--- config.mk ---
export PLATFORM = sky130hd
export DESIGN_NAME = media_magic_signature_scanner
export DESIGN_NICKNAME = d
export VERILOG_FILES = /design/src/rtl/core/mms_pkg.sv /design/src/rtl/core/mms_window.sv /design/src/rtl/core/mms_match.sv /design/src/rtl/core/media_magic_signature_scanner.sv
export SDC_FILE = /design/constraint.sdc
export NUM_CORES = 1
export LEC_CHECK = 0
export BUFFER_PORTS_ARGS = -buffer_cell sky130_fd_sc_hd__buf_2
export CAP_MARGIN = 15
export CORE_AREA = 2 2 193 157
export DETAILED_ROUTE_END_ITERATION = 6
export DIE_AREA = 0 0 195 159
export PLACE_DENSITY = 0.55
export SLEW_MARGIN = 15
export SYNTH_ARGS = -nofsm -noshare
export SYNTH_HDL_FRONTEND = slang
export SYNTH_SLANG_ARGS = --single-unit
--- constraint.sdc ---
create_clock -name clk_i -period 6.3 [get_ports clk_i]
set_clock_uncertainty 0.1 [all_clocks]
set_input_delay 1.26 -clock clk_i [delete_from_list [all_inputs] [get_ports clk_i]]
set_output_delay 1.26 -clock clk_i [all_outputs]
set_load 0.05 [all_outputs]
--- src/rtl/core/mms_pkg.sv ---
// ----------------------------------------------------------------------------
// mms_pkg: shared types and constants for the media magic-signature scanner
// Signature byte tables, format codes and the match result struct.
// ----------------------------------------------------------------------------
package mms_pkg;

  localparam int SigCount  = 7;
  localparam int SigSpan   = 12;  // bytes of the window that the signatures look at
  localparam int TailAt    = 8;   // offset of the second four-byte tag
  localparam int OutOffW   = 32;  // width of the start_offset port
  localparam int TotalW    = 32;  // width of the match total

  typedef enum logic [2:0] {
    FMT_GIF  = 3'd0,
    FMT_PNG  = 3'd1,
    FMT_JPEG = 3'd2,
    FMT_WAVE = 3'd3,
    FMT_MIDI = 3'd4,
    FMT_AU   = 3'd5,
    FMT_AIFF = 3'd6
  } fmt_e;

  typedef struct packed {
    logic hit;
    fmt_e fmt;
  } match_t;

  // Byte 0 of each tag sits in bits [31:24].
  localparam logic [31:0] SIG_HEAD [SigCount] = '{
    32'h4749_4600,  // GIF
    32'h8950_4E47,  // PNG
    32'hFFD8_FF00,  // JPEG
    32'h5249_4646,  // RIFF
    32'h4D54_6864,  // MThd
    32'h2E73_6E64,  // .snd
    32'h464F_524D   // FORM
  };

  localparam logic [2:0] SIG_HEAD_LEN [SigCount] = '{
    3'd3, 3'd4, 3'd3, 3'd4, 3'd4, 3'd4, 3'd4
  };

  localparam logic SIG_HAS_TAIL [SigCount] = '{
    1'b0, 1'b0, 1'b0, 1'b1, 1'b0, 1'b0, 1'b1
  };

  localparam logic [31:0] SIG_TAIL [SigCount] = '{
    32'h0, 32'h0, 32'h0,
    32'h5741_5645,  // WAVE
    32'h0, 32'h0,
    32'h4149_4646   // AIFF
  };

endpackage

--- src/rtl/core/mms_window.sv ---
// ----------------------------------------------------------------------------
// mms_window: byte window, fill count and range position
// Shifts one byte in per transfer and presents the updated view.
// ----------------------------------------------------------------------------
module mms_window import mms_pkg::*; #(
  parameter int WINDOW_LEN  = 12,
  parameter int OFFSET_BITS = 32
) (
  input  logic                   clk_i,
  input  logic                   rst_ni,
  input  logic                   shift_i,
  input  logic [7:0]             byte_i,
  input  logic                   first_i,
  output logic [7:0]             sig_win_o [SigSpan],
  output logic                   full_o,
  output logic [OFFSET_BITS-1:0] pos_o
);

  localparam int FillW = $clog2(WINDOW_LEN + 1);

  logic [7:0]             win_q [WINDOW_LEN];
  logic [7:0]             win_d [WINDOW_LEN];
  logic [FillW-1:0]       fill_q, fill_d, fill_base;
  logic [OFFSET_BITS-1:0] pos_q, pos_d, pos_base;

  always_comb begin
    for (int i = 0; i < WINDOW_LEN - 1; i++) begin
      win_d[i] = win_q[i+1];
    end
    win_d[WINDOW_LEN-1] = byte_i;
  end

  // A range start restarts fill and position before the byte counts.
  assign fill_base = first_i ? '0 : fill_q;
  assign fill_d    = (fill_base == FillW'(WINDOW_LEN)) ? fill_base : fill_base + 1'b1;
  assign pos_base  = first_i ? '0 : pos_q;
  assign pos_d     = (&pos_base) ? pos_base : pos_base + 1'b1;

  always_ff @(posedge clk_i or negedge rst_ni) begin
    if (!rst_ni) begin
      fill_q <= '0;
      pos_q  <= '0;
      for (int i = 0; i < WINDOW_LEN; i++) begin
        win_q[i] <= '0;
      end
    end else if (shift_i) begin
      fill_q <= fill_d;
      pos_q  <= pos_d;
      for (int i = 0; i < WINDOW_LEN; i++) begin
        win_q[i] <= win_d[i];
      end
    end
  end

  always_comb begin
    for (int i = 0; i < SigSpan; i++) begin
      sig_win_o[i] = win_d[i];
    end
  end

  assign full_o = (fill_d == FillW'(WINDOW_LEN));
  assign pos_o  = pos_d;

`ifndef NO_ASSERTIONS
  a_fill_bound: assert property (@(posedge clk_i) disable iff (!rst_ni)
    fill_q <= FillW'(WINDOW_LEN))
    else $error("fill count beyond window length");
`endif

endmodule

--- src/rtl/core/mms_match.sv ---
// ----------------------------------------------------------------------------
// mms_match: signature comparators and priority pick
// Tests the oldest window position against all tags, first hit wins.
// ----------------------------------------------------------------------------
module mms_match import mms_pkg::*; (
  input  logic [7:0] win_i [SigSpan],
  output match_t     match_o
);

  logic [SigCount-1:0] hits;

  always_comb begin
    for (int s = 0; s < SigCount; s++) begin
      hits[s] = 1'b1;
      for (int j = 0; j < 4; j++) begin
        if (3'(j) < SIG_HEAD_LEN[s] && win_i[j] != SIG_HEAD[s][31-8*j -: 8]) begin
          hits[s] = 1'b0;
        end
        if (SIG_HAS_TAIL[s] && win_i[TailAt+j] != SIG_TAIL[s][31-8*j -: 8]) begin
          hits[s] = 1'b0;
        end
      end
    end
  end

  always_comb begin
    match_o.hit = 1'b0;
    match_o.fmt = FMT_GIF;
    for (int s = SigCount - 1; s >= 0; s--) begin
      if (hits[s]) begin
        match_o.hit = 1'b1;
        match_o.fmt = fmt_e'(3'(s));
      end
    end
  end

endmodule

--- src/rtl/core/media_magic_signature_scanner.sv ---
// ----------------------------------------------------------------------------
// media_magic_signature_scanner: streaming file-magic detector
// Scans a byte stream for GIF, PNG, JPEG, WAVE, MIDI, AU and AIFF headers.
// ----------------------------------------------------------------------------
//
//  Channel | Handshake               | Payload
//  --------+-------------------------+------------------------------------------
//  in      | in_valid_i / in_ready_o | data_byte_i, range_first_i
//  out     | out_valid_o/out_ready_i | match_found_o, format_code_o,
//          |                         | start_offset_o, match_total_o
//
//  One result per input transfer. Throughput is one byte per cycle while the
//  output does not stall; each byte passes the input register, then the
//  result register. The window shift, comparators and match counter update
//  are combinational between the input register and the result register.
//  Reset clears the window, fill count, position, match total and both valid
//  flags. When the output stalls, the input register still holds one byte,
//  after which in_ready_o drops until the result is taken.
//
module media_magic_signature_scanner import mms_pkg::*; #(
  parameter int WINDOW_LEN  = 12,
  parameter int OFFSET_BITS = 32
) (
  input  logic               clk_i,
  input  logic               rst_ni,
  input  logic               in_valid_i,
  output logic               in_ready_o,
  input  logic [7:0]         data_byte_i,
  input  logic               range_first_i,
  output logic               out_valid_o,
  input  logic               out_ready_i,
  output logic               match_found_o,
  output logic [2:0]         format_code_o,
  output logic [OutOffW-1:0] start_offset_o,
  output logic [TotalW-1:0]  match_total_o
);

  // Input register
  logic       s1_valid_q;
  logic [7:0] s1_byte_q;
  logic       s1_first_q;
  logic       advance;

  // Scan datapath
  logic [7:0]             sig_win [SigSpan];
  logic                   win_full;
  logic [OFFSET_BITS-1:0] pos_next;
  logic [OFFSET_BITS-1:0] start_full;
  logic [OutOffW-1:0]     start_out;
  match_t                 match;
  logic                   hit;

  // Match total
  logic [TotalW-1:0] match_cnt_q, match_cnt_d;

  // Result register
  logic               out_valid_q;
  logic               found_q;
  fmt_e               fmt_q;
  logic [OutOffW-1:0] start_q;

  // The input stage moves forward whenever the result register is free
  // or being emptied this cycle.
  assign advance    = s1_valid_q && (!out_valid_q || out_ready_i);
  assign in_ready_o = !s1_valid_q || !out_valid_q || out_ready_i;

  always_ff @(posedge clk_i or negedge rst_ni) begin
    if (!rst_ni) begin
      s1_valid_q <= 1'b0;
    end else if (in_valid_i && in_ready_o) begin
      s1_valid_q <= 1'b1;
    end else if (advance) begin
      s1_valid_q <= 1'b0;
    end
  end

  always_ff @(posedge clk_i) begin
    if (in_valid_i && in_ready_o) begin
      s1_byte_q  <= data_byte_i;
      s1_first_q <= range_first_i;
    end
  end

  mms_window #(
    .WINDOW_LEN  (WINDOW_LEN),
    .OFFSET_BITS (OFFSET_BITS)
  ) u_window (
    .clk_i     (clk_i),
    .rst_ni    (rst_ni),
    .shift_i   (advance),
    .byte_i    (s1_byte_q),
    .first_i   (s1_first_q),
    .sig_win_o (sig_win),
    .full_o    (win_full),
    .pos_o     (pos_next)
  );

  mms_match u_match (
    .win_i   (sig_win),
    .match_o (match)
  );

  // Only a full window is tested; the oldest byte sits WINDOW_LEN back.
  assign hit        = win_full && match.hit;
  assign start_full = pos_next - OFFSET_BITS'(WINDOW_LEN);

  if (OFFSET_BITS >= OutOffW) begin : g_off_trunc
    assign start_out = start_full[OutOffW-1:0];
  end else begin : g_off_ext
    assign start_out = {{(OutOffW - OFFSET_BITS){1'b0}}, start_full};
  end

  // Saturating match total, includes the hit of this transfer.
  assign match_cnt_d = (hit && !(&match_cnt_q)) ? match_cnt_q + 1'b1 : match_cnt_q;

  always_ff @(posedge clk_i or negedge rst_ni) begin
    if (!rst_ni) begin
      match_cnt_q <= '0;
      out_valid_q <= 1'b0;
    end else begin
      if (advance) begin
        match_cnt_q <= match_cnt_d;
        out_valid_q <= 1'b1;
      end else if (out_ready_i) begin
        out_valid_q <= 1'b0;
      end
    end
  end

  always_ff @(posedge clk_i) begin
    if (advance) begin
      found_q <= hit;
      fmt_q   <= hit ? match.fmt : FMT_GIF;
      start_q <= win_full ? start_out : '0;
    end
  end

  assign out_valid_o    = out_valid_q;
  assign match_found_o  = found_q;
  assign format_code_o  = fmt_q;
  assign start_offset_o = start_q;
  assign match_total_o  = match_cnt_q;

`ifndef NO_ASSERTIONS
  a_found_counts: assert property (@(posedge clk_i) disable iff (!rst_ni)
    out_valid_q && found_q |-> match_cnt_q != '0)
    else $error("match reported with zero match total");

  a_nomatch_code: assert property (@(posedge clk_i) disable iff (!rst_ni)
    out_valid_q && !found_q |-> fmt_q == FMT_GIF)
    else $error("format code set without a match");

  a_total_mono: assert property (@(posedge clk_i) disable iff (!rst_ni)
    match_cnt_q >= $past(match_cnt_q))
    else $error("match total decreased");
`endif

endmodule

=== Word level (Yosys, flattened, before mapping) ===
Cells that the tools add are included.

* Flip-flop bits (word level): 203
* Input bits: 13
* Output and inout port bits: 70
* Logic and storage cells: 128

* Add/sub/neg operators: 4
* Equal/unequal tests: 33
* Muxes and demuxes: 49
* Bitwise logic cells: 1
* Reduce and logical (&&, ||, !) cells: 18

{| class="wikitable"
|+ Operators with widths
! kind !! number
|-
| $ne A8 B7 Y1 const B || 26
|-
| $add A32 B1 Y32 const B || 2
|-
| $mux W32 || 2
|-
| $reduce_and A32 Y1 || 2
|-
| $mux W1 || 38
|-
| $mux W4 || 9
|-
| $ne A8 B8 Y1 const B || 4
|-
| $sub A32 B4 Y32 const B || 1
|-
| $eq A4 B4 Y1 const B || 2
|-
| $ne A8 B6 Y1 const B || 1
|-
| $reduce_or A5 Y1 || 1
|-
| $add A4 B1 Y4 const B || 1
|-
| $logic_and A1 B1 Y1 || 4
|-
| $reduce_bool A2 Y1 || 2
|-
| $logic_not A1 Y1 || 3
|-
| $logic_or A1 B1 Y1 || 3
|-
| $reduce_or A3 Y1 || 1
|-
| $reduce_and A2 Y1 || 1
|-
| $reduce_or A2 Y1 || 1
|-
| $not A1 Y1 || 1
|}

=== Logic depth before layout (Yosys ltp) ===
Gate-level depths: netlist of the first run.

* Depth in word-level cells: 19
* Gate-level depth with buffers: 19
* Depth with buffers taken out: 13

=== By module ===
From an unflattened synthesis of the first run, not the netlist that was laid out.

* Cell total of the unflattened synthesis: 931
* Area, all modules: 10475.0 sq um

{| class="wikitable"
|+ Modules (own cells, without submodules)
! module !! instances !! cells each !! area each (sq um) !! sequential area each (sq um)
|-
| mms_window || 1 || 544 || 6160.9 || 3103.0
|-
| media_magic_signature_scanner || 1 || 316 || 3779.9 || 2202.1
|-
| mms_match || 1 || 71 || 534.3 || 0.0
|}

=== Least setup slack after synthesis of the first run ===
Ideal clock, no wire load.

* Path type: register to register
* Start: register s1_first_q
* End: register start_q[18] (netlist: start_offset_o[18]) (data pin)
* Setup time: 0.266 ns
* Arrival: 4.498 ns
* Data required time: 5.934 ns
* Path slack: 1.436 ns
* Stages on the path, launching flop included: 19
* Path buffers: 5
* Period minus slack after synthesis: 4.864 ns
* Path through: edfxtp_1 buf_6 buf_2 buf_1 clkbuf_1 nor2b_1 ha_1 nand4_1 nor4_2 nand4_1 nand4_1 xor2_1 ha_1 or4_1 nor4_1 clkbuf_1 nand3_1 xnor2_1 nor2_1

* Longest elaborated chain between the ends: 4
* Elaborated cells between the ends (all ways): 10
* Classes of those cells: 3 x add/sub; 2 x eq/ne; 4 x mux; 1 x reduce/logical

{| class="wikitable"
|+ Ends and longest elaborated chain
! item !! line !! text
|-
| start: declaration || media_magic_signature_scanner.sv:41 || <nowiki>logic s1_first_q;</nowiki>
|-
| start signal: assignment || media_magic_signature_scanner.sv:80 || <nowiki>s1_first_q <= range_first_i;</nowiki>
|-
| $mux W32 (*) || mms_window.sv:36 || <nowiki>assign pos_base = first_i ? '0 : pos_q;</nowiki>
|-
| $add A32 B1 Y32 or $reduce_and A32 Y1 (tied branches) || mms_window.sv:37 || <nowiki>assign pos_d = (&pos_base) ? pos_base : pos_base + 1'b1;</nowiki>
|-
| $mux W32 (*) || mms_window.sv:37 ||
|-
| net pos_next[3] || media_magic_signature_scanner.sv:47 || <nowiki>logic [OFFSET_BITS-1:0] pos_next;</nowiki>
|-
| $sub A32 B4 Y32 (*) || media_magic_signature_scanner.sv:105 || <nowiki>assign start_full = pos_next - OFFSET_BITS'(WINDOW_LEN);</nowiki>
|-
| end signal: assignment || media_magic_signature_scanner.sv:134 || <nowiki>start_q <= win_full ? start_out : '0;</nowiki>
|-
| end: declaration || media_magic_signature_scanner.sv:60 || <nowiki>logic [OutOffW-1:0] start_q;</nowiki>
|}

Mark *: on every way through the listed nets, which the timed path passes. The rest lies on a longest branch.
A chain may end at the register's enable or synchronous reset.

=== Worst setup path in the final report of the first run ===
* Start: register s1_first_q
* End: register start_q[28] (netlist: start_offset_o[28]) (data pin)

Same word-level chain as after synthesis.

==> results of run 1 <==
==> metrics by stage <==
step,cells,util (%),hold WS [ps],total power [uW]
detailed placement,1522,37.4,350,2180
finish,1566,40.2,363,3580
global placement,1522,37.4,348,2170
floorplan,1103,-,332,2020
CTS,1566,40.2,363,3630
global route,1566,40.2,384,3780
==> sequential cells by signal (all words and copies together) (netlist names) <==
signal / flops
u_window.sig_win_o: 88
match_total_o: 32
start_offset_o: 32
u_window.pos_q: 32
s1_byte_q: 8
u_window.fill_q: 4
format_code_o: 3
match_found_o: 1
out_valid_o: 1
s1_first_q: 1
s1_valid_q: 1
==> cell families after synthesis <==
logic type	after synthesis	share of synthesized area (%)
flip-flops	203	52.6
XOR/XNOR	60	5.21
adder cells (fa/ha/maj)	5	0.621
AND/OR/NAND/NOR	672	32.4
multiplexers	6	0.645
AO/OA/AOI/OAI	97	6.05
buffers and inverters	60	2.48
==> path summary, 6_finish.rpt <==
path | to | slack [ps] | from | cells after the start
max in group asynchronous | u_window.pos_q[7]$_DFFE_PN0P_ | 4030 | rst_ni | 2
min reg2reg | u_window.sig_win_o[64]$_DFFE_PN0P_ | 360 | u_window.sig_win_o[56]$_DFFE_PN0P_ | 2
max reg2reg | start_offset_o[28]$_SDFFCE_PP0P_ | 1160 | s1_first_q$_DFFE_PP_ | 13
min in group asynchronous | u_window.sig_win_o[16]$_DFFE_PN0P_ | 790 | rst_ni | 1
min | u_window.sig_win_o[64]$_DFFE_PN0P_ | 360 | u_window.sig_win_o[56]$_DFFE_PN0P_ | 2
max | start_offset_o[28]$_SDFFCE_PP0P_ | 1160 | s1_first_q$_DFFE_PP_ | 13
==> Yosys cell counts, drive strengths merged (4+ instances only) <==
cell type  number  area share, %
dfrtp         158             39
nand4          41            2.7
xor2           15            1.3
and4b           6           0.60
or3            11           0.68
nand2         378             14
o21ai          33            1.7
a31oi           8           0.56
and2            8           0.50
and4           12            1.0
nand4b          5           0.58
and3           14           0.87
nor4b           9           0.91
nor2           62            2.3
nor4           16            1.1
a21oi          27            1.3
mux2            4           0.45
nand2b          9           0.56
xnor2          45            3.9
nand3          34            1.8
edfxtp         45             13
nor4bb          7           0.70
clkbuf         36            1.3
buf            14           0.77
nor2b          18            1.1
or4            10           0.74
ha              5           0.62
inv             8           0.30
nor3           15           0.74
or2             4           0.25
nand3b          7           0.52
==> layout make-up <==
type / instances / area (sq um) / share of cell area, %
timing repair buffer: 92 / 492 / 4.22
clock buffer: 26 / 608 / 5.21
clock inverter: 18 / 205 / 1.76
multi-input combinational: 840 / 4540 / 38.9
tap: 377 / 472 / 4.04
sequential: 203 / 5310 / 45.5
inverter: 10 / 40.0 / 0.343
==> where the power goes <==
part / total (uW) / internal, uW / switching (uW)
Clock: 1430 / 864 / 561
Sequential: 1720 / 1540 / 186
Combinational: 434 / 148 / 286
==> worst max-delay path: cells and delay by family, from the launching register on <==
family                     cells  cell delay (ps)
AOI/OAI and AO/OA              1              140
xor gates and xnor gates       1              110
adders and majority gates      1              250
buffers and inverters          2              580
DFF                            1              630
and+or+nand+nor                8             3170
==> routing by layer <==
layer  routed length [microns]  vias up
met3                      1280       33
met5                         0        -
met4                       572        0
met2                     10100      213
met1                     12500     3819
li1                          -     3941
==> metrics.md, run 1 <==
| Metric | Value |
|---|---|
| Fillcell total | 2961 |
| Skew-Pair Late Insertion Delay | 520 ps |
| Met3 Use GR | 2.71% |
| Post-route design area | 11700 sq um |
| GRT busiest layer | met1 |
| Tcrit/Tclk final | 81.6% |
| Port bufs | 82 |
| H-tree level count | 1 |
| Setup-failing EPs final | 0 |
| Req. time, crit path | 6570 ps |
| Flop and latch count out of synthesis | 203 |
| Post_cts resized | 0 |
| Via Count | 8006 |
| Pin count of the biggest net entering global routing | 109 |
| Synth Cell Area | 10100 sq um |
| Drt first pass iters | 5 |
| Placed Area | 10800 sq um |
| Die Y | 159 microns |
| Post-synth EDFFs | 45 |
| Fraction of layout instances using a drive strength above 1 | 13.0% |
| CTS clock-pin slew for the worst setup and hold paths | 60 ps |
| First-pass GRT wire length | between 40000 and 50000 microns |
| Most frequent cells in the layout | nand2_1 (377), dfrtp_1 (158), buf_2 (81) |
| Antenna diode count | 0 |
| Commonest non-fill, non-tap cell in the layout | nand2_1 |
| WL/cell | 15.6 microns |
| Clock sinks | about 200 |
| Normalized max-slew margin | 27.5% |
| Number of CTS-inserted buffers | 24 |
| Max-slew violation count | 0 |
| Kind of critical path | flop to flop |
| Hpwl dp | 16100 microns |
| Met2 Use GR | a little under a quarter |
| Peak supply drop | about 0.00022 V |
| Worst path max stage delay | 840 ps |
| Initial antenna violation count | 0 |
| Fmax | approximately 190 MHz |
| Max Cap Viol | 0 |
| CTS tree | done |
| Power density cells | 307 nW/um^2 |
| Worst slack, placed | 1240 ps |
| Grt total ovfl | 0 |
| GP Congestion | 0.892 |
| Async SR Flop Fraction | 77.8% |
| Mapped Avg Cell Area | 9.14 sq um |
| Fin. Hold Viols | 0 |
| M1 GR Usage | 24.2% |
| Net Count, Synth | 1121 |
| Synthesis warning total | 0 |
| Ys flop type | dfrtp_1 |
| Pleak | roughly 0.0054 uW |
| CP max-delay cell | nor3_1 |
| Violation count after the first detailed-route iteration | 537 |
| Routed wire length | 24400 microns |
| Vias in the first global route | 7618 |
| Die ar. | 31000 sq um |
| Crit path DAT | ~5400 ps |
| Synthesis-to-finish area growth | 15.7% |
| Mean number of vias per cell | 5.11 |
| Setup TNS | 0 ps |
| Worst-margin pin slew | 1080 ps |
| Synth unique cells | 68 |
| Post-CTS Setup Repair Bufs | 0 |
| Post-DRT Antenna Nets | 0 |
| Die width | 195 microns |
| # rows | 56 |
| Gate Count Post-Synth | 1103 |
| Core area | 29000 sq um |
| Crit-path cells | buf_4 > nand4b_1 > nor3_1 > nand4_1 > nand4_1 > xor2_1 > ha_1 > or4_1 > nor4_2 > buf_4 > nand3b_1 > or3_1 > a21oi_1 |
| Global-route usage over all layers | 15.8% |
| Post-route minimum period | about 5100 ps |
| Final net count | between 1000 and 1500 |
| Sequential fraction of the synthesis area | 52.6% |
| DRC viols | 0 |
| Initial Util | 34.7% |
| Clock Tree Buf Depth | 3 |
| Number of hold buffers added after CTS | 0 |
| Status | complete, no violations |
| Critical Path Sink Type | flop |
| RSZ-0062 raised after global routing | no |
| Post-route setup slack | 1160 ps |
| Boundary Pins | 83 |
| Clock Root Buffer | clkbuf_16 |
| CP max FO | 26 |
| Worst Hold Class | flop to flop |
| Startpoint types | flop |
Power figures use the tool's default switching activity.
==> inputs of run 2 (changes only) <==
Settings changed: ABC_AREA from default to 1, CORE_AREA 2 2 193 157 to 2 2 204 166, DIE_AREA 0 0 195 159 to 0 0 206 168.
Clock period 6.3 ns to 5.2 ns, I/O delays scaled along.
==> run 2 against run 1 <==
  * Register-to-register slack gained 120 ps
  * Non-clock buffer count shrank 4
  * Largest power group unchanged
  * Utilization shrank 1.0 points
  * Sequential power grew 20%
  * Critical path depth grew 4
  * Worst setup slack gained 120 ps
  * Via count grew 23%
  * Final area grew 10%
==> metrics.md, run 2 <==
| Metric | Value |
|---|---|
| Clock Tree Buf Depth | 3 |
| Area leader, netlist | dfrtp_1 |
| XOR/XNOR Fraction of Synth Area | 2.31% |
| Boundary Pins | 83 |
| Synthesis warning total | 0 |
| Worst Hold Class | flop to flop |
| Post-CTS Setup Repair Bufs | 0 |
| Post-route minimum period | 3920 ps |
| Clock sinks | 203 |
| Ys flop type | dfrtp_1 |
| H-tree level count | 1 |
| Simple-gate share of the synthesized area | 33.4% |
| CP max FO | 46 |
| Power density cells | 350 nW/um^2 |
| Max Cap Viol | 0 |
| Via Count | 9858 |
| Number of CTS-inserted buffers | 24 |
| Fin. Hold Viols | 0 |
| Pleak | approximately 0.0060 uW |
| Port bufs | 82 |
| Number of hold buffers added after CTS | 0 |
| Critical Path Sink Type | flop |
| Sequential fraction of the synthesis area | 47.1% |
| Normalized max-slew margin | 29.2% |
| Number of flip-flops in the largest register | 88 |
| Setup-failing EPs final | 0 |
| Mean number of vias per cell | 4.83 |
| Fmax | 255 MHz |
| Largest family of logic cells by synthesized area | simple AND/OR/NAND/NOR gates |
| Synth Cell Area | 11300 sq um |
| Post_cts resized | 0 |
| CTS tree | done |
| Kind of critical path | flop to flop |
| Async SR Flop Fraction | 77.8% |
| Vias in the first global route | 9315 |
| First-pass GRT wire length | about 50000 microns |
| Crit path DAT | 4110 ps |
| Antenna diode count | 0 |
| Final Core Density | between 30% and 40% |
| Global-route usage over all layers | 18.2% |
| Mapped Avg Cell Area | 7.42 sq um |
| Status | complete, no violations |
| Top post-synthesis cells by area | dfrtp_1 (35%), nand2_1 (14%), edfxtp_1 (12%) |
| Worst path max stage delay | around 580 ps |
| Core area | 32900 sq um |
| Net Count, Synth | 1535 |
| Bufs and invs on worst path | 2 |
| Max-slew violation count | 0 |
| Tcrit/Tclk final | about three quarters |
| WL/cell | 15.1 microns |
| Min Hold Slack | 377 ps |
| Skew-Pair Late Insertion Delay | 540 ps |
| Req. time, crit path | 5390 ps |
| Die width | 206 microns |
| CP max-delay cell | edfxtp_1 |
| CTS clock-pin slew for the worst setup and hold paths | ~60 ps |
| Synth cell count leaders | nand2_1 (429), nor2_1 (220), inv_1 (197) |
| Mux share of post-synthesis cell area | 0% |
| Flop and latch count out of synthesis | 203 |
| Worst-margin pin slew | 1060 ps |
| Post-DRT Antenna Nets | 0 |
| Startpoint types | flop |
| Fraction of layout instances using a drive strength above 1 | 10.9% |
| Crit-path cells | buf_4 > nor2_1 > nand2_1 > nor2_1 > nand2_1 > nor2_4 > nand2_4 > nand2_1 > ha_1 > inv_1 > nand3_1 > nor2_1 > nand3_1 > nor2_2 > nand3_1 > nand2_1 > nor2_1 |
| RSZ-0062 raised after global routing | no |
| Top cell type's share of synthesized area | 35.1% |
| Synth Area in Adders | less than 1% |
| Total power | 4500 uW |
| Final net count | 1607 |
| Drt first pass iters | 5 |
| Routed wire length | 30800 microns |
| Most frequent cells in the layout | nand2_1 (428), nor2_1 (220), inv_1 (196) |
| Gate Count Post-Synth | 1517 |
| Clock Root Buffer | clkbuf_16 |
| # rows | 60 |
| Setup TNS | 0 ps |
| Synth unique cells | 39 |
| Initial Util | between 30 and 40% |
| Violation count after the first detailed-route iteration | 930 |
| Post-synth EDFFs | 45 |
| Commonest non-fill, non-tap cell in the layout | nand2_1 |
| Hpwl dp | around 23000 microns |
| Synth Area in Compound Gates | 8.12% |
| Die Y | 168 microns |
| Grt total ovfl | 0 |
| Crit path max-delay family | simple AND/OR/NAND/NOR gates |
| Most frequent cell after synthesis | nand2_1 |
| Initial antenna violation count | 1 |
| Peak supply drop | 0.000307 V |
| Pin count of the biggest net entering global routing | 119 |
| Die ar. | 34600 sq um |
| Synthesis-to-finish area growth | 14.5% |
| GP Congestion | 0.908 |
| DRC viols | 0 |
## run 2: report_power, final
part           internal (uW)  total, uW  switching [uW]
clock network           1020       1710             694
logic                    194        722             527
registers               1860       2070             209
total                   3070       4500            1430
## run 2: tightest hold or removal path, delay by kind of cell (launching register included)
kind / cells / cell delay [ps]
and+or+nand+nor: 2 / 100
DFF: 1 / 340
## run 2: cell type report
| cell class | instances | area [sq um] |
|---|---|---|
| fill | 3436 | 20000 |
| sequential | 203 | 5310 |
| multi-input combinational | 1071 | 5000 |
| inverter | 201 | 757 |
| clock buffer | 39 | 729 |
| tap | 434 | 543 |
| timing repair buffer | 88 | 465 |
| clock inverter | 5 | 81.3 |
## run 2: kinds of logic after synthesis
family,Yosys count
fa+ha+maj,5
flops,203
simple gates,860
xor+xnor,28
buf+inv,243
compound gates,178
## run 2: per-layer routing
| layer | vias up | wire (microns) | GRT usage, % |
|---|---|---|---|
| li1 | 4964 | - | - |
| met1 | 4587 | 15800 | 28.7 |
| met2 | 274 | 12400 | 25.8 |
| met3 | 31 | 2120 | 3.68 |
| met4 | 2 | 413 | 2.89 |
| met5 | - | 13 | 0 |
## run 2: path summary, 6_finish.rpt
path / start / endpoint / slack [ps] / cells after the start
min reg2reg: u_window.sig_win_o[33]$_DFFE_PN0P_ / u_window.sig_win_o[33]$_DFFE_PN0P_ / 380 / 2
max reg2reg: s1_first_q$_DFFE_PP_ / start_offset_o[28]$_SDFFCE_PP0P_ / 1280 / 17
max: s1_first_q$_DFFE_PP_ / start_offset_o[28]$_SDFFCE_PP0P_ / 1280 / 17
min: u_window.sig_win_o[33]$_DFFE_PN0P_ / u_window.sig_win_o[33]$_DFFE_PN0P_ / 380 / 2
max in group asynchronous: rst_ni / u_window.pos_q[8]$_DFFE_PN0P_ / 3480 / 2
min in group asynchronous: rst_ni / u_window.sig_win_o[19]$_DFFE_PN0P_ / 500 / 1
## run 2: stage by stage
stage	setup WS, ps	instance area (sq um)	std cells
3_5_place_dp	1420	12100	1997
5_1_grt	926	12900	2041
2_1_floorplan	1610	11300	1517
3_3_place_gp	1520	12100	1997
4_1_cts	1370	12900	2041
6_report	1280	12900	2041
